<file path="config.mk">
export PLATFORM = sky130hd
export DESIGN_NAME = multitap_text_entry
export DESIGN_NICKNAME = d
export VERILOG_FILES = /design/src/mte_pkg.sv /design/src/mte_ram.sv /design/src/mte_edit.sv /design/src/multitap_text_entry.sv
export SDC_FILE = /design/constraint.sdc
export NUM_CORES = 1
export LEC_CHECK = 0
export BUFFER_PORTS_ARGS = -buffer_cell sky130_fd_sc_hd__buf_2
export CAP_MARGIN = 40
export CORE_MARGIN = 1
export CORE_UTILIZATION = 40
export DETAILED_ROUTE_END_ITERATION = 8
export SYNTH_ARGS = -nofsm -noshare
export SYNTH_HDL_FRONTEND = slang
export SYNTH_SLANG_ARGS = --single-unit
</file>
<file path="constraint.sdc">
create_clock -name clock -period 4.07 [get_ports clock]
set_input_delay 0.814 -clock clock [delete_from_list [all_inputs] [get_ports clock]]
set_output_delay 0.814 -clock clock [all_outputs]
set_load 0.02 [all_outputs]
</file>
<file path="src/mte_pkg.sv">
`default_nettype none
// ----------------------------------------------------------------------------
// mte_pkg: shared types and constants for multi-tap text entry
// Action and status codes, letter group tables, sequencer states and the
// control group that drives the edit state.
// ----------------------------------------------------------------------------
package mte_pkg;

   localparam int ACTION_W = 3;
   localparam int KEY_W    = 4;
   localparam int STATUS_W = 2;
   localparam int LEN_W    = 4;
   localparam int CHAR_W   = 7;
   localparam int CFG_W    = 5;
   localparam int CHOICE_W = 2;
   localparam int LEN_MAX  = 15;

   localparam logic [ACTION_W-1:0] ACT_KEY       = 3'd0;
   localparam logic [ACTION_W-1:0] ACT_SWITCH    = 3'd1;
   localparam logic [ACTION_W-1:0] ACT_BACKSPACE = 3'd2;
   localparam logic [ACTION_W-1:0] ACT_CONFIRM   = 3'd3;
   localparam logic [ACTION_W-1:0] ACT_CANCEL    = 3'd4;

   localparam logic [STATUS_W-1:0] STAT_EDIT   = 2'd0;
   localparam logic [STATUS_W-1:0] STAT_CHAR   = 2'd1;
   localparam logic [STATUS_W-1:0] STAT_CANCEL = 2'd2;

   localparam logic [CFG_W-1:0] MAX_LEN_RESET = 5'd16;

   localparam logic [CHAR_W-1:0] GROUP_CHARS [8][4] = '{
      '{7'h41, 7'h42, 7'h43, 7'h00},
      '{7'h44, 7'h45, 7'h46, 7'h00},
      '{7'h47, 7'h48, 7'h49, 7'h00},
      '{7'h4a, 7'h4b, 7'h4c, 7'h00},
      '{7'h4d, 7'h4e, 7'h4f, 7'h00},
      '{7'h50, 7'h51, 7'h52, 7'h53},
      '{7'h54, 7'h55, 7'h56, 7'h00},
      '{7'h57, 7'h58, 7'h59, 7'h5a}
   };

   localparam logic [2:0] GROUP_SIZE [8] = '{3'd3, 3'd3, 3'd3, 3'd3, 3'd3, 3'd4, 3'd3, 3'd4};

   typedef enum logic [2:0] {
      SEQ_IDLE,
      SEQ_EXEC,
      SEQ_RESULT,
      SEQ_READ,
      SEQ_EMIT
   } seq_state_type;

   typedef struct packed {
      logic apply;
      logic clear;
   } edit_ctl_type;

endpackage
`default_nettype wire

</file>
<file path="src/mte_ram.sv">
`default_nettype none
// ----------------------------------------------------------------------------
// mte_ram: generic single-port-write, single-port-read RAM
// One write and one registered read per cycle.
// ----------------------------------------------------------------------------
module mte_ram #(
   parameter int WIDTH = 7,
   parameter int DEPTH = 16
) (
   input  wire logic                     clock,
   input  wire logic                     wr_en,
   input  wire logic [$clog2(DEPTH)-1:0] wr_addr,
   input  wire logic [WIDTH-1:0]         wr_data,
   input  wire logic                     rd_en,
   input  wire logic [$clog2(DEPTH)-1:0] rd_addr,
   output logic      [WIDTH-1:0]         rd_data
);

   logic [WIDTH-1:0] mem_ff [DEPTH];
   logic [WIDTH-1:0] rd_data_ff;

   always_ff @(posedge clock) begin
      if (wr_en) begin
         mem_ff[wr_addr] <= wr_data;
      end
      if (rd_en) begin
         rd_data_ff <= mem_ff[rd_addr];
      end
   end

   assign rd_data = rd_data_ff;

endmodule
`default_nettype wire

</file>
<file path="src/mte_edit.sv">
`default_nettype none
// ----------------------------------------------------------------------------
// mte_edit: editing state of the text entry
// Holds cursor, pending key and letter choice; applies one action per
// command and issues the store write for a committed letter.
// ----------------------------------------------------------------------------
module mte_edit #(
   parameter int NAME_DEPTH = 16
) (
   input  wire logic                             clock,
   input  wire logic                             reset,
   input  wire mte_pkg::edit_ctl_type            ctl,
   input  wire logic [mte_pkg::ACTION_W-1:0]     action,
   input  wire logic [mte_pkg::KEY_W-1:0]        letter_key,
   input  wire logic [mte_pkg::CFG_W-1:0]        max_len,
   output logic      [mte_pkg::LEN_W-1:0]        cursor,
   output logic      [mte_pkg::CHAR_W-1:0]       candidate,
   output logic                                  wr_en,
   output logic      [$clog2(NAME_DEPTH)-1:0]    wr_addr,
   output logic      [mte_pkg::CHAR_W-1:0]       wr_data
);
   import mte_pkg::*;

   localparam int CAP_INT = (NAME_DEPTH - 1 < LEN_MAX) ? NAME_DEPTH - 1 : LEN_MAX;
   localparam logic [CFG_W-1:0] CAP = CFG_W'(CAP_INT);

   logic [LEN_W-1:0]    cursor_ff, cursor_in;
   logic [KEY_W-1:0]    pending_ff, pending_in;
   logic [CHOICE_W-1:0] choice_ff, choice_in;
   logic [CFG_W-1:0]    len_lim, room_lim;
   logic [2:0]          group_idx;
   logic [2:0]          choice_inc;
   logic [CHOICE_W-1:0] choice_adv;
   logic                has_pending, room, commit_ok, key_ok, do_commit;

   always_comb begin
      len_lim     = (max_len == '0) ? '0 : max_len - CFG_W'(1);
      room_lim    = (len_lim > CAP) ? CAP : len_lim;
      room        = {1'b0, cursor_ff} < room_lim;
      has_pending = pending_ff != '0;
      commit_ok   = has_pending && room;
      key_ok      = (letter_key >= KEY_W'(1)) && (letter_key <= KEY_W'(8));
      group_idx   = 3'(pending_ff - KEY_W'(1));
      candidate   = has_pending ? GROUP_CHARS[group_idx][choice_ff] : '0;
      choice_inc  = {1'b0, choice_ff} + 3'd1;
      choice_adv  = (choice_inc >= GROUP_SIZE[group_idx]) ? '0 : CHOICE_W'(choice_inc);
   end

   always_comb begin
      cursor_in  = cursor_ff;
      pending_in = pending_ff;
      choice_in  = choice_ff;
      do_commit  = 1'b0;
      if (ctl.clear) begin
         cursor_in  = '0;
         pending_in = '0;
         choice_in  = '0;
      end else if (ctl.apply) begin
         unique case (action)
            ACT_KEY: begin
               if (key_ok) begin
                  if (pending_ff == letter_key) begin
                     choice_in = choice_adv;
                  end else begin
                     do_commit  = commit_ok;
                     pending_in = letter_key;
                     choice_in  = '0;
                  end
               end
            end
            ACT_SWITCH: begin
               if (has_pending) begin
                  choice_in = choice_adv;
               end
            end
            ACT_BACKSPACE: begin
               if (cursor_ff != '0) begin
                  cursor_in  = cursor_ff - LEN_W'(1);
                  pending_in = '0;
                  choice_in  = '0;
               end
            end
            ACT_CONFIRM: begin
               do_commit = commit_ok;
            end
            default: begin
            end
         endcase
         if (do_commit) begin
            cursor_in = cursor_ff + LEN_W'(1);
         end
      end
   end

   always_ff @(posedge clock) begin
      if (reset) begin
         cursor_ff  <= '0;
         pending_ff <= '0;
         choice_ff  <= '0;
      end else begin
         cursor_ff  <= cursor_in;
         pending_ff <= pending_in;
         choice_ff  <= choice_in;
      end
   end

   assign cursor  = cursor_ff;
   assign wr_en   = do_commit;
   assign wr_addr = ($clog2(NAME_DEPTH))'(cursor_ff);
   assign wr_data = candidate;

endmodule
`default_nettype wire

</file>
<file path="src/multitap_text_entry.sv">
`default_nettype none
// A non-confirm item passes the EXEC and RESULT states and gives its one
// result from RESULT. Confirm then alternates READ and EMIT, one character
// per EMIT, each set by the registered read of the name store.
// A new item is taken once the last result of the previous one is registered.
// Reset clears the edit state and sets max_len to 16; no clearing pass.
// ----------------------------------------------------------------------------
// multitap_text_entry: multi-tap keypad letter entry
// Sequencer over the edit state and the name store; streams the confirmed
// name one character per result through an output register.
// ----------------------------------------------------------------------------
module multitap_text_entry #(
   parameter int NAME_DEPTH = 16
) (
   input  wire logic                             clock,
   input  wire logic                             reset,
   input  wire logic                             req_valid,
   output logic                                  req_stall,
   input  wire logic [mte_pkg::ACTION_W-1:0]     req_action,
   input  wire logic [mte_pkg::KEY_W-1:0]        req_letter_key,
   output logic                                  rsp_valid,
   input  wire logic                             rsp_stall,
   output logic      [mte_pkg::STATUS_W-1:0]     rsp_status,
   output logic      [mte_pkg::LEN_W-1:0]        rsp_text_length,
   output logic      [mte_pkg::CHAR_W-1:0]       rsp_pending_letter,
   output logic      [mte_pkg::CHAR_W-1:0]       rsp_name_char,
   output logic      [mte_pkg::LEN_W-1:0]        rsp_char_index,
   output logic                                  rsp_last,
   input  wire logic                             csr_valid,
   output logic                                  csr_ready,
   input  wire logic [mte_pkg::CFG_W-1:0]        csr_max_len
);
   import mte_pkg::*;

   localparam int AW = $clog2(NAME_DEPTH);

   seq_state_type        state_ff, state_in;
   logic [ACTION_W-1:0]  action_ff, action_in;
   logic [KEY_W-1:0]     key_ff, key_in;
   logic [LEN_W-1:0]     idx_ff, idx_in;
   logic [CFG_W-1:0]     max_len_ff;
   logic                 rsp_valid_ff, rsp_valid_in;
   logic [STATUS_W-1:0]  status_ff, status_in;
   logic [LEN_W-1:0]     length_ff, length_in;
   logic [CHAR_W-1:0]    pend_ff, pend_in;
   logic [CHAR_W-1:0]    char_ff, char_in;
   logic [LEN_W-1:0]     cidx_ff, cidx_in;
   logic                 last_ff, last_in;
   logic                 load, slot_free, rd_en, is_last;
   edit_ctl_type         ctl;
   logic [LEN_W-1:0]     cursor;
   logic [CHAR_W-1:0]    candidate;
   logic                 wr_en;
   logic [AW-1:0]        wr_addr;
   logic [CHAR_W-1:0]    wr_data;
   logic [CHAR_W-1:0]    rd_data;

   mte_edit #(.NAME_DEPTH(NAME_DEPTH)) u_edit (
      .clock      (clock),
      .reset      (reset),
      .ctl        (ctl),
      .action     (action_ff),
      .letter_key (key_ff),
      .max_len    (max_len_ff),
      .cursor     (cursor),
      .candidate  (candidate),
      .wr_en      (wr_en),
      .wr_addr    (wr_addr),
      .wr_data    (wr_data)
   );

   mte_ram #(.WIDTH(CHAR_W), .DEPTH(NAME_DEPTH)) u_store (
      .clock   (clock),
      .wr_en   (wr_en),
      .wr_addr (wr_addr),
      .wr_data (wr_data),
      .rd_en   (rd_en),
      .rd_addr (AW'(idx_ff)),
      .rd_data (rd_data)
   );

   assign slot_free = !rsp_valid_ff || !rsp_stall;
   assign is_last   = (idx_ff + LEN_W'(1)) == cursor;

   always_comb begin
      state_in  = state_ff;
      action_in = action_ff;
      key_in    = key_ff;
      idx_in    = idx_ff;
      req_stall = 1'b1;
      csr_ready = 1'b0;
      ctl       = '0;
      rd_en     = 1'b0;
      load      = 1'b0;
      status_in = status_ff;
      length_in = length_ff;
      pend_in   = pend_ff;
      char_in   = char_ff;
      cidx_in   = cidx_ff;
      last_in   = last_ff;
      unique case (state_ff)
         SEQ_IDLE: begin
            req_stall = 1'b0;
            csr_ready = 1'b1;
            if (req_valid) begin
               action_in = req_action;
               key_in    = req_letter_key;
               state_in  = SEQ_EXEC;
            end
         end
         SEQ_EXEC: begin
            if (action_ff == ACT_CANCEL) begin
               ctl.clear = 1'b1;
            end else begin
               ctl.apply = 1'b1;
            end
            state_in = SEQ_RESULT;
         end
         SEQ_RESULT: begin
            if (action_ff == ACT_CONFIRM && cursor != '0) begin
               idx_in   = '0;
               state_in = SEQ_READ;
            end else if (slot_free) begin
               load      = 1'b1;
               status_in = (action_ff == ACT_CANCEL) ? STAT_CANCEL : STAT_EDIT;
               length_in = cursor;
               pend_in   = candidate;
               char_in   = '0;
               cidx_in   = '0;
               last_in   = 1'b1;
               state_in  = SEQ_IDLE;
            end
         end
         SEQ_READ: begin
            rd_en    = 1'b1;
            state_in = SEQ_EMIT;
         end
         SEQ_EMIT: begin
            if (slot_free) begin
               load      = 1'b1;
               status_in = STAT_CHAR;
               length_in = cursor;
               pend_in   = '0;
               char_in   = rd_data;
               cidx_in   = idx_ff;
               last_in   = is_last;
               if (is_last) begin
                  ctl.clear = 1'b1;
                  state_in  = SEQ_IDLE;
               end else begin
                  idx_in   = idx_ff + LEN_W'(1);
                  state_in = SEQ_READ;
               end
            end
         end
         default: begin
            state_in = SEQ_IDLE;
         end
      endcase
      rsp_valid_in = load || (rsp_valid_ff && rsp_stall);
   end

   always_ff @(posedge clock) begin
      if (reset) begin
         state_ff     <= SEQ_IDLE;
         rsp_valid_ff <= 1'b0;
         max_len_ff   <= MAX_LEN_RESET;
         idx_ff       <= '0;
      end else begin
         state_ff     <= state_in;
         rsp_valid_ff <= rsp_valid_in;
         idx_ff       <= idx_in;
         if (csr_valid && csr_ready) begin
            max_len_ff <= csr_max_len;
         end
      end
   end

   always_ff @(posedge clock) begin
      action_ff <= action_in;
      key_ff    <= key_in;
      if (load) begin
         status_ff <= status_in;
         length_ff <= length_in;
         pend_ff   <= pend_in;
         char_ff   <= char_in;
         cidx_ff   <= cidx_in;
         last_ff   <= last_in;
      end
   end

   assign rsp_valid          = rsp_valid_ff;
   assign rsp_status         = status_ff;
   assign rsp_text_length    = length_ff;
   assign rsp_pending_letter = pend_ff;
   assign rsp_name_char      = char_ff;
   assign rsp_char_index     = cidx_ff;
   assign rsp_last           = last_ff;

endmodule
`default_nettype wire

</file>
==> After elaboration in Yosys (flattened, before gate mapping) <==
Memories as Yosys holds them, arrays and structs flattened. A register that Yosys moved wholly into a read port is not among the register bits.
Cells that the tools add are included.
{ "totals": {"register_bits": 55, "ramBits": 112, "romBits": 248, "inputBits": 17, "out_inout_bits": 28, "wordCells": 159, "memories": 3} }
{ "memory_table": {"columns": ["memory", "depth", "width", "rd", "rd_clocked_by_memory_dff", "wr", "line", "rtl"], "rows": [
  ["(no name shown)", 8, 28, 1, 0, 0, "mte_edit.sv:44", "candidate = has_pending ? GROUP_CHARS[group_idx][choice_ff] : '0;"],
  ["u_store.mem_ff", 16, 7, 1, 1, 1, "mte_ram.sv:19", "logic [WIDTH-1:0] mem_ff [DEPTH];"],
  ["(no name shown)", 8, 3, 1, 0, 0, "mte_edit.sv:46", "choice_adv = (choice_inc >= GROUP_SIZE[group_idx]) ? '0 : CHOICE_W'(choice_inc);"]
]} }
{ "op_classes": {"n_addsub": 6, "order_cmp": 7, "n_eq_ne": 21, "muxes": 77, "bitwise": 2, "reduce_logical": 28} }
{ "op_table": {"columns": ["op", "count"], "rows": [
  ["$mux 28", 2],
  ["$mux 4", 14],
  ["$mux 7", 8],
  ["$pmux 4 s2", 4],
  ["$pmux 7 s2", 2],
  ["$mux 1", 21],
  ["$mux 2", 10],
  ["$mux 3", 6],
  ["$ne 2x2->1 const B", 8],
  ["$pmux 3 s5", 1],
  ["$reduce_and 5->1", 3],
  ["$bmux 7 s2", 1],
  ["$eq 3x2->1 const B", 4],
  ["$mux 5", 2],
  ["$reduce_and 3->1", 3],
  ["$add 4x1->4 const B", 2],
  ["$eq 4x4->1", 2],
  ["$pmux 1 s2", 4],
  ["$reduce_bool 2->1", 4],
  ["$reduce_bool 4->1", 2],
  ["$eq 3x1->1 const B", 2],
  ["$eq 3x3->1 const B", 2],
  ["$logic_not 3->1", 2],
  ["$pmux 2 s3", 1],
  ["24 further kinds", 31]
]} }

==> Depth between registers and ports, before layout <==
{ "logic_depth": {"word_depth": 15, "depth_mapped": 17, "mapped_depth_nobuf": 17} }

==> Hierarchy <==
A second synthesis with hierarchy kept.
{ "unflattened": {"cells_unflattened": 542, "area_unflattened_um2": 8050.2} }
{ "modules_own_cells": {"columns": ["mod", "instances", "cells_per_inst", "area_per_inst_um2", "seq_area_each_um2"], "rows": [
  ["mte_ram", 1, 203, 4600.7, 3573.4],
  ["multitap_text_entry", 1, 149, 1934.4, 1221.2],
  ["mte_edit", 1, 190, 1515.2, 200.2]
]} }

==> Least setup slack after synthesis <==
OpenSTA, ideal clock, no wires.
{ "synth_path": {"path_kind": "flip-flop to flip-flop", "start": "register max_len_ff[0]", "end": "memory u_store.mem_ff[1][0], enable pin", "setup_ns": 0.386, "arrival_time_ns": 2.984, "t_required_ns": 3.684, "slack_ns": 0.700, "path_stages_with_launch": 12, "path_buffers": 0, "synth_period_minus_slack_ns": 3.370, "cell_sequence": "dfxtp_1 > inv_1 > ha_1 > nand2b_1 > nor2b_1 > o311ai_0 > nand2_1 > ha_1 > a2111o_1 > nor4_2 > nand2_2 > nor4_1"} }
{ "synth_via": {"elab_chain_len": 15, "word_cells_on_any_way": 16, "cone_classes": "1 x add/sub; 2 x order compare; 11 x mux; 2 x reduce/logical"} }
{ "synth_lines": {"columns": ["item", "line", "rtl"], "rows": [
  ["start: declaration", "multitap_text_entry.sv:41", "logic [CFG_W-1:0] max_len_ff;"],
  ["start signal: assignment", "multitap_text_entry.sv:174", "max_len_ff <= csr_max_len;"],
  ["$sub 5x1->5 or $logic_not 5->1 (tied branches)", "mte_edit.sv:37", "len_lim = (max_len == '0) ? '0 : max_len - CFG_W'(1);"],
  ["$mux 5 *", "mte_edit.sv:37", null],
  ["$gt 5x4->1", "mte_edit.sv:38", "room_lim = (len_lim > CAP) ? CAP : len_lim;"],
  ["$mux 5 *", "mte_edit.sv:38", null],
  ["$lt 4x5->1 *", "mte_edit.sv:39", "room = {1'b0, cursor_ff} < room_lim;"],
  ["$logic_and 1x1->1 *", "mte_edit.sv:41", "commit_ok = has_pending && room;"],
  ["$mux 1", "mte_edit.sv:62", "if (pending_ff == letter_key) begin"],
  ["$mux 1", "mte_edit.sv:61", "if (key_ok) begin"],
  ["$pmux 1 s2 *", "mte_edit.sv:59", "unique case (action)"],
  ["$mux 1 *", "mte_edit.sv:58", "end else if (ctl.apply) begin"],
  ["$mux 1 *", "mte_edit.sv:54", "if (ctl.clear) begin"],
  ["$mux 1 *", "mte_edit.sv:58", null],
  ["$mux 1 *", "mte_edit.sv:54", null],
  ["$mux 1 *", "mte_ram.sv:23", "if (wr_en) begin"],
  ["$mux 1 (implied by the code) *", "mte_ram.sv:24", "mem_ff[wr_addr] <= wr_data;"],
  ["end: declaration", "mte_ram.sv:19", null]
]} }
Every way passes the cells marked *; elsewhere a longest branch is shown, timed or not. The select of a mux whose other input is x is not followed.

==> Worst setup path after layout <==
{ "layout_path": {"start": "register max_len_ff[0]", "end": "register u_edit.cursor_ff[3] (netlist: u_edit.cursor[3])"} }
{ "layout_via": {"elab_chain_len": 13, "word_cells_on_any_way": 16, "cone_classes": "1 x add/sub; 2 x order compare; 8 x mux; 5 x reduce/logical"} }
{ "layout_lines": {"columns": ["item", "line", "rtl"], "rows": [
  ["$sub 5x1->5 or $logic_not 5->1 (tied branches)", "mte_edit.sv:37", null],
  ["$mux 5 *", "mte_edit.sv:37", null],
  ["$gt 5x4->1", "mte_edit.sv:38", null],
  ["$mux 5 *", "mte_edit.sv:38", null],
  ["$lt 4x5->1 *", "mte_edit.sv:39", null],
  ["$logic_and 1x1->1 *", "mte_edit.sv:41", null],
  ["$mux 1", "mte_edit.sv:62", null],
  ["$mux 1", "mte_edit.sv:61", null],
  ["$pmux 1 s2 *", "mte_edit.sv:59", null],
  ["$mux 1 *", "mte_edit.sv:58", null],
  ["$mux 1 *", "mte_edit.sv:54", null],
  ["$reduce_bool 2->1 (no source line)", null, null],
  ["$reduce_and 3->1 (no source line)", null, null],
  ["end signal: assignment", "mte_edit.sv:101", "cursor_ff <= cursor_in;"],
  ["end: declaration", "mte_edit.sv:27", "logic [LEN_W-1:0] cursor_ff, cursor_in;"]
]} }
Marks and branches as above.
A chain may end at the register's enable or synchronous reset.

==> metrics.md <==
| Metric | Value |
|---|---|
| Outcome | `finished clean` |
| Critical Path Start | `max_len_ff[0]` |
| Syn Inst Count | `502` |
| Final antenna-violating net count | `0` |
| Root Driver | `clkbuf_16` |
| Worst clock skew | `0.0104 ns` |
| Endpoints failing hold | `0` |
| Post-Syn Area | `7120 sq um` |
| Worst R2R Path Depth | `17` |
| Synth top area cells | `edfxtp_1 (56%), mux4_2 (9.5%), dfxtp_1 (6.5%)` |
| Sink Count | `155` |
| Critical path startpoint category | `flop` |
| Worst EP arrival | `4.01 ns` |
| Crit Reg-Reg Startpoint | `max_len_ff[0]` |
| Hold EP | `rsp_name_char[0]` |
| Crit Path Class | `reg2reg` |
| # rows | `48` |
| Clock transition at the registers of the reported paths | `0.06 ns` |
| Share of cells above drive strength 1 | `0.242` |
| Worst-margin pin slew | `0.723 ns` |
| Max FO, Critical Path | `6` |
| Ys Warns | `0` |
| Max frequency | `0.273 GHz` |
| #FFs+latches synth | `155` |
| Pre-antenna DRT Iters | `5` |
| First-pass GRT wire length | `23.4 mm` |
| Clock tree buffer depth | `2` |
| Hold_sp | `u_store.rd_data[0]` |
| Final non-filler cell total | `800` |
| Die extent in y | `135 microns` |
| Total gr overflow | `0` |
| Hold_buf cts | `0` |
| Synthesis-to-finish area growth | `16.8%` |
| Slew headroom | `0.516` |
| GRT Util Overall | `0.173` |
| TritonCTS buffer count | `17` |
| Leakage power | `3.01 nW` |
| Largest net degree at the start of global routing | `22` |
| Total Wirelength | `14.5 mm` |
| FF-to-FF End | `u_edit.cursor[3]` |
| Worst skew pair latency | `0.42 ns` |
| Final setup vio count | `0` |
| Multi-input gate area in the final layout | `2520 sq um` |
| Post-CTS setup buffers | `0` |
| Reg2Reg Setup Slack | `0.41 ns` |
| Fill cells | `1486` |
| Final period util | `0.900` |
| Post-synth EDFFs | `132` |
| Drt first-iter violations | `299` |
| Nets | `599` |
| Register area share after synthesis | `0.622` |
| CP Data Required Time | `4.41 ns` |
| Avg WL per Cell | `18.2 microns` |
| Port buffer count | `42` |
| Max-cap violation count | `0` |
| Crit path time final | `3.66 ns` |
| Worst setup EP type | `flop` |
| Async S/R FF share, synth | `0` |
| Initial antenna violation count | `0` |
| Gpl congestion | `0.909` |
| Vias | `4336` |
| CTS tree | `yes` |
| I/O Pins | `45` |
| Max-slew violation count | `0` |
| Synth area leader | `edfxtp_1` |
| Number of global-route vias before repair | `4203` |
| Worst ir drop on vdd | `282 uV` |
| Unrepaired setup endpoints after global routing | `no` |
| Cell variety after synth | `65` |
| Hold Crit Class | `reg2reg` |
| DR vias/cell | `5.42` |
| Die area | `18300 sq um` |
| Register area | `4430 sq um` |
| H-tree depth | `4` |
| Die X | `135 microns` |
| P per Cell Area | `435 nW/um^2` |
| Hold Path Depth | `1` |
| Diode count | `0` |
| Inst Count DP | `768` |
| Top FF cell, synth | `edfxtp_1` |
| Core ar. | `17400 sq um` |
| Setup tns final | `0 ns` |
| Post-synth top area share | `0.557` |
| DRC | `0` |
| Power Total | `3.61 mW` |
| Syn Area/Cell | `14.2 sq um` |
| Starting Density | `0.410` |
| Post-DP HPWL | `10.2 mm` |
==> layer usage <==
metal,share of wire,up-vias,track usage
li1,-,2079,-
met1,0.46,2144,0.238
met2,0.48,103,0.274
met3,0.045,10,0.0393
met4,0.0092,0,0.0506
met5,0,-,0
==> how the worst max path moves through the flow <==
stage | to | slack [ns]
floorplan | u_store.mem_ff[1][0] | 0.70
global placement | u_edit.cursor[3] | 0.54
detailed placement | u_edit.cursor[3] | 0.31
CTS | u_edit.cursor[3] | 0.28
global route | u_edit.cursor[3] | 0.07
finish | u_edit.cursor[3] | 0.41
==> repair_timing <==
item	4_1_cts	5_1_grt
gates resized for setup	0	1
setup endpoints to repair	0	1
endpoints found under the hold margin	0	0
==> report_power, final <==
part	internal [mW]	switching (mW)
Sequential	1.74	0.0248
Combinational	0.0714	0.119
Clock	1.03	0.627
==> through the flow <==
| stage | hold slack (ns) | area [sq um] | util | setup WS (ns) |
|---|---|---|---|---|
| 4_1_cts | 0.532 | 8300 | 0.478 | 0.276 |
| 2_1_floorplan | 0.431 | 7120 | - | 0.700 |
| 3_3_place_gp | 0.500 | 7680 | 0.442 | 0.536 |
| 3_5_place_dp | 0.513 | 7680 | 0.443 | 0.307 |
| 5_1_grt | 0.543 | 8310 | 0.479 | 0.0689 |
| 6_report | 0.527 | 8310 | 0.479 | 0.407 |
==> synth_stat cells (2+ instances only) <==
library cell / n
inv_1: 14
and2_1: 16
a32o_1: 3
o21a_1: 2
edfxtp_1: 132
nor3b_1: 2
ha_1: 19
a211oi_1: 5
buf_4: 4
nand3_1: 18
o31ai_1: 2
mux4_2: 30
a31oi_1: 4
nor3_1: 16
nor2b_1: 9
nand3b_1: 2
a21o_1: 2
or3b_2: 3
o311ai_0: 2
nand2b_1: 7
nor4b_1: 2
o211ai_1: 2
a21oi_1: 26
nand2_1: 27
buf_2: 8
dfxtp_1: 23
nand4_1: 7
clkbuf_1: 15
o221ai_1: 3
nor4_1: 9
o31a_1: 2
nor2_1: 24
a211o_1: 2
or3_1: 4
o21ai_0: 9
mux2i_1: 6
xor2_1: 4
xnor2_1: 10
==> layout by cell type (no fill, tap or decap), types with 10 or more instances in the layout <==
master / instances
a21oi_1: 26
and2_1: 16
buf_2: 42
buf_4: 26
clkbuf_16: 17
dfxtp_1: 22
edfxtp_1: 132
ha_1: 19
inv_1: 14
mux4_2: 30
nand2_1: 27
nand3_1: 18
nor2_1: 23
nor3_1: 16
xnor2_1: 10
==> logic make-up after synthesis <==
family                   share of synthesized area
buffers and inverters                       0.0262
XOR/XNOR                                    0.0195
multiplexers                                 0.103
AND/OR/NAND/NOR                              0.120
AO/OA/AOI/OAI                               0.0712
flip-flops                                   0.622
adder cells (fa/ha/maj)                     0.0376
other                                     0.000527
==> layout make-up <==
| cell class | instances | share of cell area |
|---|---|---|
| clock buffers | 19 | 0.0521 |
| multi-input cells | 305 | 0.303 |
| well taps | 225 | 0.0339 |
| inverters | 15 | 0.00678 |
| clock inverters | 13 | 0.0224 |
| flip-flops and latches | 155 | 0.533 |
| repair buffers | 68 | 0.0488 |
==> state kept, by name, indices dropped and copies added, names as in the netlist, 2 cells and up <==
| name | flops |
|---|---|
| u_edit.cursor | 4 |
| u_edit.pending_ff | 4 |
| key_ff | 4 |
| action_ff | 3 |
| rsp_name_char | 6 |
| u_store.rd_data | 6 |
| rsp_char_index | 4 |
| rsp_status | 2 |
| max_len_ff | 5 |
| state_ff | 3 |
| rsp_pending_letter | 6 |
| u_store.mem_ff | 96 |
| rsp_text_length | 4 |
| u_edit.choice_ff | 2 |
| idx_ff | 4 |
==> worst max-delay path, stage by stage, from the launching register on <==
cell and delay [ns]:
dfxtp_1 0.33, inv_1 0.11, ha_1 0.26, nand2b_1 0.10
nor2b_1 0.14, o311ai_0 0.29, nand2_1 0.10, ha_1 0.31
nand3_1 0.12, a2111oi_2 0.45, nor2_1 0.11, nand3b_1 0.17
ha_1 0.26, a21o_1 0.18, a21oi_1 0.17, nor3_1 0.06
a31oi_1 0.23, mux2i_1 0.22
Power figures use the tool's default switching activity.
